[src/radix_converter_base_2_to_36_assert.svh]
// Assertion macros for the radix converter.
`ifndef RADIX_CONVERTER_BASE_2_TO_36_ASSERT_SVH
`define RADIX_CONVERTER_BASE_2_TO_36_ASSERT_SVH

// Implication checked on every clock edge outside reset.
`define RCB_ASSERT(label, clk, rst_n, prop, msg) \
  label: assert property (@(posedge clk) disable iff (!rst_n) (prop)) else $error(msg);

// Check without reset masking, used for conditions that also hold in reset.
`define RCB_ASSERT_ALWAYS(label, clk, prop, msg) \
  label: assert property (@(posedge clk) (prop)) else $error(msg);

`endif

[src/rcb_pkg.sv]
// Package: types, codes, constants and digit conversion functions of the radix converter.
package rcb_pkg;

  localparam int unsigned VALUE_BITS_DEF = 64;
  localparam int unsigned MAX_DIGITS     = 64;
  localparam int unsigned BASE_W         = 6;
  localparam int unsigned DIGIT_W        = 6;
  localparam int unsigned CHAR_W         = 7;
  localparam logic [BASE_W-1:0] IN_BASE_RST  = 6'd2;
  localparam logic [BASE_W-1:0] OUT_BASE_RST = 6'd16;
  localparam logic [BASE_W-1:0] BASE_MIN     = 6'd2;
  localparam logic [BASE_W-1:0] BASE_MAX     = 6'd36;

  typedef enum logic [1:0] {
    ST_OK       = 2'd0,
    ST_BASE_ERR = 2'd1,
    ST_OVF      = 2'd2
  } status_e;

  typedef enum logic {
    CFG_IN_BASE  = 1'b0,
    CFG_OUT_BASE = 1'b1
  } cfg_idx_e;

  typedef struct packed {
    logic               kind;
    logic [7:0]         digit_char;
    logic signed [63:0] whole_value;
    logic               last_in;
  } in_item_t;

  typedef struct packed {
    logic [CHAR_W-1:0] out_char;
    logic              last_out;
    status_e           status;
  } out_item_t;

  localparam logic [CHAR_W-1:0] CHAR_ZERO = 7'h30;

  function automatic logic [CHAR_W-1:0] digit_to_char(input logic [DIGIT_W-1:0] d);
    logic [CHAR_W-1:0] c;
    if (d < 6'd10) begin
      c = CHAR_ZERO + CHAR_W'(d);
    end else if (d < 6'd36) begin
      c = 7'h61 + CHAR_W'(d - 6'd10);
    end else begin
      c = CHAR_ZERO;
    end
    return c;
  endfunction

  function automatic logic [DIGIT_W-1:0] char_to_digit(input logic [7:0] c);
    logic [DIGIT_W-1:0] d;
    if (c >= 8'h30 && c <= 8'h39) begin
      d = DIGIT_W'(c - 8'h30);
    end else if (c >= 8'h61 && c <= 8'h7a) begin
      d = DIGIT_W'(c - 8'h61 + 8'd10);
    end else begin
      d = '0;
    end
    return d;
  endfunction

endpackage

[src/radix_converter_base_2_to_36.sv]
// Top level: radix converter, bases 2 to 36, with configuration registers.
//
//   channel  direction  handshake          payload
//   input    in         push_i / full_o    in_i  (rcb_pkg::in_item_t)
//   result   out        pop_i / empty_o    out_o (rcb_pkg::out_item_t)
//   config   in         cfg_we_i           cfg_idx_i, cfg_data_i
//
// A digit character without last_in is accumulated in the front part.
// A conversion takes the job, then divides by out_base in the divider, 8 quotient
// bits per cycle, producing one digit per pass, then reads each digit from the
// buffer (S_RD, S_PUT).
// An error result is loaded from state S_ERR. A two-entry job queue lets the front keep
// accepting while the back converts; full_o rises when the queue is full.
// Reset clears accumulator, overflow flag and control state; no clearing pass.
module radix_converter_base_2_to_36 #(
  parameter int unsigned VALUE_BITS = rcb_pkg::VALUE_BITS_DEF
) (
  input  logic                       clk_i,
  input  logic                       rst_ni,
  input  logic                       push_i,
  output logic                       full_o,
  input  rcb_pkg::in_item_t          in_i,
  output logic                       empty_o,
  input  logic                       pop_i,
  output rcb_pkg::out_item_t         out_o,
  input  logic                       cfg_we_i,
  input  logic                       cfg_idx_i,
  input  logic [rcb_pkg::BASE_W-1:0] cfg_data_i
);

  logic [rcb_pkg::BASE_W-1:0] in_base_q, out_base_q;
  logic                       accept;
  logic                       job_push, job_valid, job_pop;
  logic [VALUE_BITS:0]        job_w, job_r;

  always_ff @(posedge clk_i or negedge rst_ni) begin
    if (!rst_ni) begin
      in_base_q  <= rcb_pkg::IN_BASE_RST;
      out_base_q <= rcb_pkg::OUT_BASE_RST;
    end else if (cfg_we_i) begin
      case (rcb_pkg::cfg_idx_e'(cfg_idx_i))
        rcb_pkg::CFG_IN_BASE:  in_base_q  <= cfg_data_i;
        rcb_pkg::CFG_OUT_BASE: out_base_q <= cfg_data_i;
        default: ;
      endcase
    end
  end

  assign accept = push_i && !full_o;

  rcb_front #(.VALUE_BITS(VALUE_BITS)) u_front (
    .clk_i     (clk_i),
    .rst_ni    (rst_ni),
    .accept_i  (accept),
    .item_i    (in_i),
    .in_base_i (in_base_q),
    .job_push_o(job_push),
    .job_o     (job_w)
  );

  rcb_fifo #(.WIDTH(VALUE_BITS + 1)) u_queue (
    .clk_i  (clk_i),
    .rst_ni (rst_ni),
    .push_i (job_push),
    .wdata_i(job_w),
    .full_o (full_o),
    .pop_i  (job_pop),
    .valid_o(job_valid),
    .rdata_o(job_r)
  );

  rcb_back #(.VALUE_BITS(VALUE_BITS)) u_back (
    .clk_i      (clk_i),
    .rst_ni     (rst_ni),
    .job_valid_i(job_valid),
    .job_i      (job_r),
    .job_pop_o  (job_pop),
    .out_base_i (out_base_q),
    .empty_o    (empty_o),
    .pop_i      (pop_i),
    .out_o      (out_o)
  );

endmodule

[src/rcb_ram.sv]
// Generic single-write, single-read RAM with registered read data.
module rcb_ram #(
  parameter int unsigned WIDTH = 6,
  parameter int unsigned DEPTH = 64
) (
  input  logic                     clk_i,
  input  logic                     we_i,
  input  logic [$clog2(DEPTH)-1:0] waddr_i,
  input  logic [WIDTH-1:0]         wdata_i,
  input  logic [$clog2(DEPTH)-1:0] raddr_i,
  output logic [WIDTH-1:0]         rdata_o
);

  logic [WIDTH-1:0] mem_q [DEPTH];
  logic [WIDTH-1:0] rdata_q;

  always_ff @(posedge clk_i) begin
    if (we_i) begin
      mem_q[waddr_i] <= wdata_i;
    end
    rdata_q <= mem_q[raddr_i];
  end

  assign rdata_o = rdata_q;

endmodule

[src/rcb_fifo.sv]
// Two-entry job queue between the front and back parts.
module rcb_fifo #(
  parameter int unsigned WIDTH = 65
) (
  input  logic             clk_i,
  input  logic             rst_ni,
  input  logic             push_i,
  input  logic [WIDTH-1:0] wdata_i,
  output logic             full_o,
  input  logic             pop_i,
  output logic             valid_o,
  output logic [WIDTH-1:0] rdata_o
);

  logic [WIDTH-1:0] mem_q [2];
  logic             wptr_q, wptr_d, rptr_q, rptr_d;
  logic [1:0]       cnt_q, cnt_d;
  logic             do_push, do_pop;

  assign full_o  = (cnt_q == 2'd2);
  assign valid_o = (cnt_q != 2'd0);
  assign rdata_o = mem_q[rptr_q];
  assign do_push = push_i && !full_o;
  assign do_pop  = pop_i && valid_o;

  always_comb begin
    wptr_d = wptr_q ^ do_push;
    rptr_d = rptr_q ^ do_pop;
    cnt_d  = cnt_q + 2'(do_push) - 2'(do_pop);
  end

  always_ff @(posedge clk_i or negedge rst_ni) begin
    if (!rst_ni) begin
      wptr_q <= 1'b0;
      rptr_q <= 1'b0;
      cnt_q  <= 2'd0;
    end else begin
      wptr_q <= wptr_d;
      rptr_q <= rptr_d;
      cnt_q  <= cnt_d;
    end
  end

  always_ff @(posedge clk_i) begin
    if (do_push) begin
      mem_q[wptr_q] <= wdata_i;
    end
  end

endmodule

[src/rcb_front.sv]
// Front part: digit accumulation, magnitude of whole numbers, job dispatch.
module rcb_front #(
  parameter int unsigned VALUE_BITS = rcb_pkg::VALUE_BITS_DEF
) (
  input  logic                          clk_i,
  input  logic                          rst_ni,
  input  logic                          accept_i,
  input  rcb_pkg::in_item_t             item_i,
  input  logic [rcb_pkg::BASE_W-1:0]    in_base_i,
  output logic                          job_push_o,
  output logic [VALUE_BITS:0]           job_o
);

  localparam int unsigned FULL_W = VALUE_BITS + rcb_pkg::BASE_W + 1;

  logic [VALUE_BITS-1:0]      acc_q, acc_d;
  logic                       ovf_q, ovf_d;
  logic [rcb_pkg::DIGIT_W-1:0] dig;
  logic [FULL_W-1:0]          full_sum;
  logic                       step_ovf;
  logic [63:0]                mag;
  logic                       mag_ovf;

  always_comb begin
    dig      = rcb_pkg::char_to_digit(item_i.digit_char);
    full_sum = FULL_W'(acc_q) * FULL_W'(in_base_i) + FULL_W'(dig);
    step_ovf = (full_sum >> VALUE_BITS) != '0;
    mag      = item_i.whole_value[63] ? (64'd0 - item_i.whole_value) : item_i.whole_value;
    mag_ovf  = (mag >> VALUE_BITS) != 64'd0;

    acc_d      = acc_q;
    ovf_d      = ovf_q;
    job_push_o = 1'b0;
    job_o      = {mag_ovf, mag[VALUE_BITS-1:0]};
    if (accept_i) begin
      if (item_i.kind) begin
        job_push_o = 1'b1;
      end else if (item_i.last_in) begin
        job_push_o = 1'b1;
        job_o      = {ovf_q | step_ovf, full_sum[VALUE_BITS-1:0]};
        acc_d      = '0;
        ovf_d      = 1'b0;
      end else begin
        acc_d = full_sum[VALUE_BITS-1:0];
        ovf_d = ovf_q | step_ovf;
      end
    end
  end

  always_ff @(posedge clk_i or negedge rst_ni) begin
    if (!rst_ni) begin
      acc_q <= '0;
      ovf_q <= 1'b0;
    end else begin
      acc_q <= acc_d;
      ovf_q <= ovf_d;
    end
  end

endmodule

[src/rcb_back.sv]
// Back part: digit-serial division by out_base, digit buffer, result register.
`include "radix_converter_base_2_to_36_assert.svh"

module rcb_back #(
  parameter int unsigned VALUE_BITS = rcb_pkg::VALUE_BITS_DEF
) (
  input  logic                       clk_i,
  input  logic                       rst_ni,
  input  logic                       job_valid_i,
  input  logic [VALUE_BITS:0]        job_i,
  output logic                       job_pop_o,
  input  logic [rcb_pkg::BASE_W-1:0] out_base_i,
  output logic                       empty_o,
  input  logic                       pop_i,
  output rcb_pkg::out_item_t         out_o
);

  localparam int unsigned NCYC  = (VALUE_BITS + 7) / 8;
  localparam int unsigned W     = NCYC * 8;
  localparam int unsigned CNT_W = (NCYC > 1) ? $clog2(NCYC) : 1;
  localparam int unsigned AW    = $clog2(rcb_pkg::MAX_DIGITS);
  localparam int unsigned NW    = AW + 1;

  typedef enum logic [2:0] {S_IDLE, S_ERR, S_DIV, S_RD, S_PUT} state_e;

  state_e                      state_q;
  logic [W-1:0]                val_q;
  logic [rcb_pkg::DIGIT_W-1:0] rem_q;
  logic [CNT_W-1:0]            cnt_q;
  logic [NW-1:0]               n_q;
  logic [AW-1:0]               idx_q;
  rcb_pkg::status_e            err_q;
  logic                        oval_q;
  rcb_pkg::out_item_t          out_q;

  logic [W-1:0]                val_d;
  logic [6:0]                  r;
  logic [7:0]                  qbits;
  logic                        slot_free;
  logic                        out_load;
  logic                        base_bad;
  logic                        ram_we;
  logic [rcb_pkg::DIGIT_W-1:0] ram_rdata;

  assign slot_free = !oval_q || pop_i;
  assign out_load  = slot_free && ((state_q == S_ERR) || (state_q == S_PUT));
  assign base_bad  = (out_base_i < rcb_pkg::BASE_MIN) || (out_base_i > rcb_pkg::BASE_MAX);
  assign job_pop_o = (state_q == S_IDLE) && job_valid_i;
  assign ram_we    = (state_q == S_DIV) && (cnt_q == CNT_W'(NCYC - 1));
  assign empty_o   = !oval_q;
  assign out_o     = out_q;

  always_comb begin
    r     = {1'b0, rem_q};
    qbits = '0;
    for (int i = 0; i < 8; i++) begin
      r = {r[5:0], val_q[W-1-i]};
      if (r >= {1'b0, out_base_i}) begin
        r            = r - {1'b0, out_base_i};
        qbits[7-i]   = 1'b1;
      end
    end
    val_d = (val_q << 8) | W'(qbits);
  end

  rcb_ram #(
    .WIDTH(rcb_pkg::DIGIT_W),
    .DEPTH(rcb_pkg::MAX_DIGITS)
  ) u_digits (
    .clk_i  (clk_i),
    .we_i   (ram_we),
    .waddr_i(n_q[AW-1:0]),
    .wdata_i(r[rcb_pkg::DIGIT_W-1:0]),
    .raddr_i(idx_q),
    .rdata_o(ram_rdata)
  );

  always_ff @(posedge clk_i or negedge rst_ni) begin
    if (!rst_ni) begin
      state_q <= S_IDLE;
      oval_q  <= 1'b0;
      cnt_q   <= '0;
      n_q     <= '0;
      idx_q   <= '0;
      rem_q   <= '0;
      val_q   <= '0;
      err_q   <= rcb_pkg::ST_OK;
      out_q   <= '0;
    end else begin
      if (out_load) begin
        oval_q <= 1'b1;
      end else if (pop_i && oval_q) begin
        oval_q <= 1'b0;
      end
      case (state_q)
        S_IDLE: begin
          if (job_valid_i) begin
            val_q <= W'(job_i[VALUE_BITS-1:0]);
            rem_q <= '0;
            cnt_q <= '0;
            n_q   <= '0;
            if (base_bad) begin
              err_q   <= rcb_pkg::ST_BASE_ERR;
              state_q <= S_ERR;
            end else if (job_i[VALUE_BITS]) begin
              err_q   <= rcb_pkg::ST_OVF;
              state_q <= S_ERR;
            end else begin
              state_q <= S_DIV;
            end
          end
        end
        S_ERR: begin
          if (slot_free) begin
            out_q   <= '{out_char: rcb_pkg::CHAR_ZERO, last_out: 1'b1, status: err_q};
            state_q <= S_IDLE;
          end
        end
        S_DIV: begin
          val_q <= val_d;
          if (cnt_q == CNT_W'(NCYC - 1)) begin
            cnt_q <= '0;
            rem_q <= '0;
            n_q   <= n_q + 1'b1;
            if (val_d == '0 || n_q == NW'(rcb_pkg::MAX_DIGITS - 1)) begin
              idx_q   <= n_q[AW-1:0];
              state_q <= S_RD;
            end
          end else begin
            cnt_q <= cnt_q + 1'b1;
            rem_q <= r[rcb_pkg::DIGIT_W-1:0];
          end
        end
        S_RD: begin
          state_q <= S_PUT;
        end
        S_PUT: begin
          if (slot_free) begin
            out_q  <= '{out_char: rcb_pkg::digit_to_char(ram_rdata),
                        last_out: (idx_q == '0), status: rcb_pkg::ST_OK};
            if (idx_q == '0) begin
              state_q <= S_IDLE;
            end else begin
              idx_q   <= idx_q - 1'b1;
              state_q <= S_RD;
            end
          end
        end
        default: begin
          state_q <= S_IDLE;
        end
      endcase
    end
  end

  `RCB_ASSERT(a_err_is_last, clk_i, rst_ni,
              (oval_q && out_q.status != rcb_pkg::ST_OK) |-> out_q.last_out,
              "error result without last flag")
  `RCB_ASSERT(a_digit_lt_base, clk_i, rst_ni,
              ram_we |-> (r < {1'b0, out_base_i}), "stored digit not below base")
  `RCB_ASSERT(a_count_bound, clk_i, rst_ni,
              n_q <= NW'(rcb_pkg::MAX_DIGITS), "digit count beyond buffer")
  `RCB_ASSERT(a_pop_only_idle, clk_i, rst_ni,
              job_pop_o |=> (state_q != S_IDLE), "job taken but sequencer stayed idle")

endmodule

[config.mk]
export PLATFORM = sky130hd
export DESIGN_NAME = radix_converter_base_2_to_36
export DESIGN_NICKNAME = d
export VERILOG_FILES = /design/src/rcb_pkg.sv /design/src/radix_converter_base_2_to_36.sv /design/src/rcb_ram.sv /design/src/rcb_fifo.sv /design/src/rcb_front.sv /design/src/rcb_back.sv
export VERILOG_INCLUDE_DIRS = /design/src /design/src/src
export SDC_FILE = /design/constraint.sdc
export NUM_CORES = 2
export LEC_CHECK = 0
export BUFFER_PORTS_ARGS = -buffer_cell sky130_fd_sc_hd__buf_2
export CAP_MARGIN = 10
export CORE_ASPECT_RATIO = 1.25
export CORE_MARGIN = 3
export CORE_UTILIZATION = 42
export DETAILED_ROUTE_END_ITERATION = 10
export PLACE_DENSITY_LB_ADDON = 0.25
export SKIP_CTS_REPAIR_TIMING = 1
export SLEW_MARGIN = 20
export SYNTH_ARGS = -nofsm -noshare
export SYNTH_HDL_FRONTEND = slang
export SYNTH_SLANG_ARGS = --single-unit
export TNS_END_PERCENT = 5
[constraint.sdc]
create_clock -name clk_i -period 42.3 [get_ports clk_i]
set_input_delay 6.345 -clock clk_i [delete_from_list [all_inputs] [get_ports clk_i]]
set_output_delay 6.345 -clock clk_i [all_outputs]
set_load 0.02 [all_outputs]
Yosys cells after proc, flatten, opt, wreduce, memory -nomap -nowiden
Memories as Yosys holds them, arrays and structs flattened. A register that Yosys moved wholly into a read port is not among the register bits.
Cells that the tools add are included.

storage, ports and cells
  memories = 2
  register bits = 183
  output and inout bits = 12
  logic and storage cells = 176
  bits in writable memories = 514

cells by class
  mux-type cells = 65
  multiply operators = 1
  bitwise gates (word level) = 6
  reduce and logical (&&, ||, !) cells = 34
  magnitude comparators = 16
  equality and inequality tests = 13
  $add $sub $neg = 21

memories
  memory                 depth  width  rd ports  clocked after memory_dff  wr ports  RTL line        source
  u_back.u_digits.mem_q  64     6      1         1                         1         rcb_ram.sv:14   logic [WIDTH-1:0] mem_q [DEPTH];
  u_queue.mem_q          2      65     1         0                         1         rcb_fifo.sv:15  logic [WIDTH-1:0] mem_q [2];

operators by type and width
  cell                                                                  number
  65-bit two-way mux                                                    3
  64-bit two-way mux                                                    3
  64-bit one-hot mux with 2 select lines                                1
  6-bit two-way mux                                                     16
  70-bit by 6-bit adder with 71-bit output                              1
  71-bit nonzero test                                                   1
  64-bit by 6-bit multiplier with 70-bit output                         1
  64-bit zero test                                                      1
  64-bit by 8-bit bitwise OR with 64-bit output                         1
  1-bit by 64-bit subtractor with 64-bit output (first input constant)  1
  7-bit by 6-bit >= comparator with 1-bit output                        8
  6-bit subtractor                                                      8
  7-bit two-way mux                                                     4
  3-bit two-way mux                                                     8
  6-bit one-hot mux with 2 select lines                                 2
  10-bit two-way mux                                                    2
  10-bit one-hot mux with 2 select lines                                1
  1-bit two-way mux                                                     18
  3-bit one-hot mux with 5 select lines                                 1
  7-bit one-hot mux with 2 select lines                                 1
  2-bit nonzero test                                                    6
  6-bit subtractor (second input constant)                              2
  5-bit AND reduction                                                   2
  1-bit logical AND                                                     9
  35 further kinds                                                      55

Depth between registers and ports, before layout
  depth in word-level cells = 22
  gate-level depth with buffers = 85
  depth with buffers taken out = 83

Modules after synthesis
A second synthesis with hierarchy kept.

second synthesis, totals
  cells, all modules = 4,031
  area total of the unflattened synthesis = 46,487.1 um2

by module, submodules not included
  module                        times used  cells each  area each (um2)
  rcb_front                     1           2,105       17,844.6
  rcb_ram                       1           720         15,225.9
  rcb_back                      1           956         7,870.0
  rcb_fifo                      1           222         5,073.6
  radix_converter_base_2_to_36  1           28          473.0

Least setup slack after synthesis
Ideal clock, no wire load.

  path type = register -> register
  start point = register out_base_q[1] (netlist bit)
  end point = memory u_back.u_digits.mem_q[0][1] (data pin)
  path slack = 24,047 ps
  setup time = 571 ps
  buffers on the path = 3
  stages on the path, launching flop included = 79
  arrival = 17,682 ps
  cells stage by stage = dfrtp_1 > inv_1 > ha_1 > nand2b_1 > a211oi_2 > or3_1 > buf_2 > mux2_1 > ha_1 > a21o_1 > a21oi_1 > a31oi_1 > nor2_2 > o21ai_0 > ha_1 > nor2b_1 > o211ai_1 > a31oi_1 > [43 not listed] > a21oi_1 > o21ai_0 > a21o_1 > or3b_2 > o31ai_2 > a21boi_2 > mux2_2 > inv_1 > ha_1 > nor2b_1 > o21ai_0 > nand2b_1 > a21o_1 > a21o_1 > a31o_2 > a21oi_1 > o2111a_1 > mux2i_1

on the way
  longest elaborated chain between the ends = 16
  elaborated cells between the ends (all ways) = 24

RTL lines
  item                                                                                       RTL line                            source
  start, declared                                                                            radix_converter_base_2_to_36.sv:31  logic [rcb_pkg::BASE_W-1:0] in_base_q, out_base_q;
  start signal, assigned                                                                     radix_converter_base_2_to_36.sv:39  out_base_q <= rcb_pkg::OUT_BASE_RST;
  start signal, assigned                                                                     radix_converter_base_2_to_36.sv:43  rcb_pkg::CFG_OUT_BASE: out_base_q <= cfg_data_i;
  6-bit subtractor / 7-bit by 6-bit >= comparator with 1-bit output (equally long branches)  rcb_back.sv:59, rcb_back.sv:58
  6-bit two-way mux                                                                          rcb_back.sv:58                      if (r >= {1'b0, out_base_i}) begin
  6-bit subtractor / 7-bit by 6-bit >= comparator with 1-bit output (equally long branches)  rcb_back.sv:59, rcb_back.sv:58
  6-bit two-way mux                                                                          rcb_back.sv:58
  6-bit subtractor / 7-bit by 6-bit >= comparator with 1-bit output (equally long branches)  rcb_back.sv:59, rcb_back.sv:58
  6-bit two-way mux                                                                          rcb_back.sv:58
  6-bit subtractor / 7-bit by 6-bit >= comparator with 1-bit output (equally long branches)  rcb_back.sv:59, rcb_back.sv:58
  6-bit two-way mux                                                                          rcb_back.sv:58
  6-bit subtractor / 7-bit by 6-bit >= comparator with 1-bit output (equally long branches)  rcb_back.sv:59, rcb_back.sv:58
  6-bit two-way mux                                                                          rcb_back.sv:58
  7-bit by 6-bit >= comparator with 1-bit output / 6-bit subtractor (equally long branches)  rcb_back.sv:58, rcb_back.sv:59
  6-bit two-way mux                                                                          rcb_back.sv:58
  7-bit by 6-bit >= comparator with 1-bit output / 6-bit subtractor (equally long branches)  rcb_back.sv:58, rcb_back.sv:59
  6-bit two-way mux                                                                          rcb_back.sv:58
  6-bit subtractor / 7-bit by 6-bit >= comparator with 1-bit output (equally long branches)  rcb_back.sv:59, rcb_back.sv:58
  6-bit two-way mux *                                                                        rcb_back.sv:58
  net u_back.r[1]                                                                            rcb_back.sv:37                      logic [6:0] r;
  end, declared                                                                              rcb_ram.sv:14

Mark *: on every way through the listed nets, which the timed path passes. The rest lies on a longest branch.

Worst setup path after layout
  start point = register out_base_q[1] (netlist bit)
  end point = register u_back.idx_q[0]

on the way
  longest elaborated chain between the ends = 21
  elaborated cells between the ends (all ways) = 35

RTL lines
  item                                                                                       RTL line                        source
  6-bit subtractor / 7-bit by 6-bit >= comparator with 1-bit output (equally long branches)  rcb_back.sv:59, rcb_back.sv:58
  6-bit two-way mux                                                                          rcb_back.sv:58
  6-bit subtractor / 7-bit by 6-bit >= comparator with 1-bit output (equally long branches)  rcb_back.sv:59, rcb_back.sv:58
  6-bit two-way mux                                                                          rcb_back.sv:58
  6-bit subtractor / 7-bit by 6-bit >= comparator with 1-bit output (equally long branches)  rcb_back.sv:59, rcb_back.sv:58
  6-bit two-way mux                                                                          rcb_back.sv:58
  6-bit subtractor / 7-bit by 6-bit >= comparator with 1-bit output (equally long branches)  rcb_back.sv:59, rcb_back.sv:58
  6-bit two-way mux                                                                          rcb_back.sv:58
  [5 not listed]                                                                             --
  6-bit two-way mux                                                                          rcb_back.sv:58
  7-bit by 6-bit >= comparator with 1-bit output                                             rcb_back.sv:58
  1-bit two-way mux                                                                          rcb_back.sv:58
  64-bit by 8-bit bitwise OR with 64-bit output *                                            rcb_back.sv:63                  val_d = (val_q << 8) | W'(qbits);
  64-bit zero test *                                                                         rcb_back.sv:125                 if (val_d == '0 || n_q == NW'(rcb_pkg::MAX_DIGITS - 1)) begin
  1-bit logical OR *                                                                         rcb_back.sv:125
  2-bit inequality test (no source line) *                                                   --
  5-bit AND reduction (no source line) *                                                     --
  end signal, assigned                                                                       rcb_back.sv:126                 idx_q <= n_q[AW-1:0];
  end signal, assigned                                                                       rcb_back.sv:144                 idx_q <= idx_q - 1'b1;
  end, declared                                                                              rcb_back.sv:31                  logic [AW-1:0] idx_q;

Mark *: on every way between the ends. The rest lies on a longest branch, timed or not.
A chain may end at the register's enable or synchronous reset.

==> results.sh <==
export IMPL_clock_fmax_ghz=0.04922
export IMPL_crit_path_max_incr_delay_ns=0.56
export IMPL_numPortBuffers=97
export IMPL_area_growth_pct=10.04
export IMPL_core_area_um2=105700
export IMPL_stdcell_area_um2=49510
export IMPL_detail_route_wl_per_cell_um=21.28
export IMPL_initial_utilization_pct=42.58
export IMPL_dr_pass1_iters=6
export IMPL_synth_cell_area_um2=44990
export IMPL_gr_total_overflow=0
export IMPL_hold_viol=0
export IMPL_finalCritPeriodShare_pct=48.03
export IMPL_crit_top_cell="o21ai_0"
export IMPL_finalSetupViolCount=0
export IMPL_max_cap_viol_count=0
export IMPL_synth_seq_area_share_pct=44.76
export IMPL_gp_congestion=0.9469
export IMPL_synth_most_common_cell="nand2_1"
export IMPL_rr_startpoint="out_base_q[1]"
export IMPL_path_clk_slew_ns=0.06
export IMPL_yosys_area_top_type="edfxtp_1"
export IMPL_drt_wl_total_um=114000
export IMPL_die_w_um=298.7
export IMPL_end_kind="flip-flop"
export IMPL_num_vias=29692
export IMPL_reg2reg_slack_ns=21.98
export IMPL_tritoncts="built"
export IMPL_crit_type="flip-flop to flip-flop"
export IMPL_async_flop_share_pct=26.03
export IMPL_status="finished clean"
export IMPL_track_usage_pct=20.82
export IMPL_numCtsBuffers=74
export IMPL_syn_area_per_cell_um2=11.66
export IMPL_min_period_ns=20.32
export IMPL_start_kind="flip-flop"
export IMPL_slew_headroom_pct=29.96
export IMPL_io_pins=98
export IMPL_grt_pass1_wl_um=181300
export IMPL_ys_top_cells_by_area="edfxtp_1, fa_1, dfrtp_1"
export IMPL_tightest_slew_ns=1.037
export IMPL_maxSlewViolCount=0
export IMPL_holdPathEnd="u_back.out_o[1]"
export IMPL_htreeDepth=3
export IMPL_hold_depth=2
export IMPL_yosysUniqueCellTypes=95
export IMPL_via_per_inst=5.544
export IMPL_grt_antenna_before_repair=3
export IMPL_hold_ws_ns=0.4678
export IMPL_rsz0062_at_grt="false"
export IMPL_synth_edff_count=514
export IMPL_reg2regPathDepth=80
export IMPL_yosysWarnings=0
export IMPL_dp_hpwl_um=81670
export IMPL_drt_iter0_drc=2218
export IMPL_hold_class="flip-flop to flip-flop"
export IMPL_critPathRequiredTime_ns=42.82
export IMPL_cts_max_path_buffers=3
export IMPL_ys_ff_latch=703
export IMPL_dieArea_um2=111100
export IMPL_synth_top_area_share_pct=34.31
export IMPL_cts_root_buf="clkbuf_16"
export IMPL_drive_gt1_share_pct=12.88
export IMPL_die_h_um=371.9
export IMPL_placed_cell_area_um2=46850
export IMPL_synth_commonest_cells="nand2_1, edfxtp_1, inv_1"
export IMPL_worstPathArrival_ns=20.84
export IMPL_synthesis_nets=4423
export IMPL_clock_sinks=703
export IMPL_hp_start="u_back.out_o[1]"
export IMPL_antenna_left=0
export IMPL_rows=133
export IMPL_synthCells=3860
export IMPL_crit_slowest_cell="o21ai_0"
export IMPL_grt_pass1_vias=31447
export IMPL_final_nets=4442
export IMPL_route_detailed_drc=0
export IMPL_critPathMaxFanout=14
export IMPL_tns_ns=0
export IMPL_rr_endpoint="u_back.idx_q[0]"
export IMPL_grt_max_degree=74
export IMPL_clock_latency_ns=0.63
export IMPL_skew_ns=0.02473
export IMPL_ys_flop_type="edfxtp_1"
==> layer usage <==
| layer | vias up | share of wire, % | track usage (%) |
|---|---|---|---|
| met1 | 15027 | 40 | 25.23 |
| met2 | 677 | 52 | 38.30 |
| li1 | 13795 | - | - |
| met4 | 2 | 3.4 | 7.041 |
| met3 | 191 | 3.9 | 2.592 |
| met5 | - | 0.013 | 0 |
==> layout by cell type (no fill, tap or decap), types with 82 or more instances in the layout <==
master    instances
ha_1            215
xnor2_1          82
inv_1           341
a21oi_1         172
fa_1            260
buf_2            95
o21ai_0         136
dfrtp_1         172
mux4_2          126
nand2_1         570
edfxtp_1        514
nor2_1          203
==> how the worst max path moves through the flow <==
| stage | endpoint | cells past startpoint | start |
|---|---|---|---|
| 2_1_floorplan | u_back.u_digits.mem_q[0][1] | 78 | out_base_q[1] |
| 3_3_place_gp | u_back.idx_q[1] | 80 | out_base_q[1] |
| 3_5_place_dp | u_back.idx_q[0] | 82 | out_base_q[1] |
| 4_1_cts | u_back.idx_q[0] | 80 | out_base_q[1] |
| 5_1_grt | u_back.idx_q[0] | 82 | out_base_q[1] |
| 6_report | u_back.idx_q[0] | 80 | out_base_q[1] |
==> through the flow <==
step / setup slack [ns] / cells / util (%)
after floorplan: 24.05 / 3860 / -
after global placement: 22.71 / 5220 / 44.34
after detailed placement: 22.48 / 5220 / 44.34
after CTS: 22.33 / 5354 / 46.84
after global routing: 20.34 / 5354 / 46.85
final: 21.98 / 5356 / 46.85
==> layout make-up <==
cell class | instances | area, µm²
clock buffers | 93 | 2057
repair buffers | 125 | 706.9
well taps | 1417 | 1773
multi-input cells | 2633 | 22920
inverters | 342 | 1284
flip-flops and latches | 703 | 20170
fillers | 9694 | 56160
clock inverters | 41 | 588.1
diodes | 2 | 5.005
==> kinds of logic (layout without fill, tap and decap cells) <==
| group | after synthesis | count (layout) | synth area share, % |
|---|---|---|---|
| adders and majority gates | 477 | 477 | 17.60 |
| and+or+nand+nor | 1072 | 1072 | 10.55 |
| DFF | 703 | 703 | 44.76 |
| xor gates and xnor gates | 160 | 160 | 3.115 |
| muxes | 239 | 239 | 8.980 |
| other | 0 | 2 | 0 |
| buffers and inverters | 524 | 601 | 4.400 |
| AOI/OAI and AO/OA | 685 | 685 | 10.59 |
==> state kept, by name (all words and copies together), names as in the netlist, 7 cells and up <==
signal and cells:
u_back.val_q 64, u_back.u_digits.mem_q 384, u_back.n_q 7, u_front.acc_q 64
u_queue.mem_q 130, u_back.out_o 10
==> critical path: cells and delay by family, from the launching register on <==
kind / cells / cell delay, ns
flip-flops: 1 / 0.35
AO/OA/AOI/OAI: 43 / 10.50
adder cells (fa/ha/maj): 8 / 2.48
multiplexers: 5 / 1.76
AND/OR/NAND/NOR: 17 / 3.96
buffers and inverters: 7 / 1.18
Power is not shown: default switching activity piles up to over one toggle a cycle in this logic, so the estimate is an artifact.
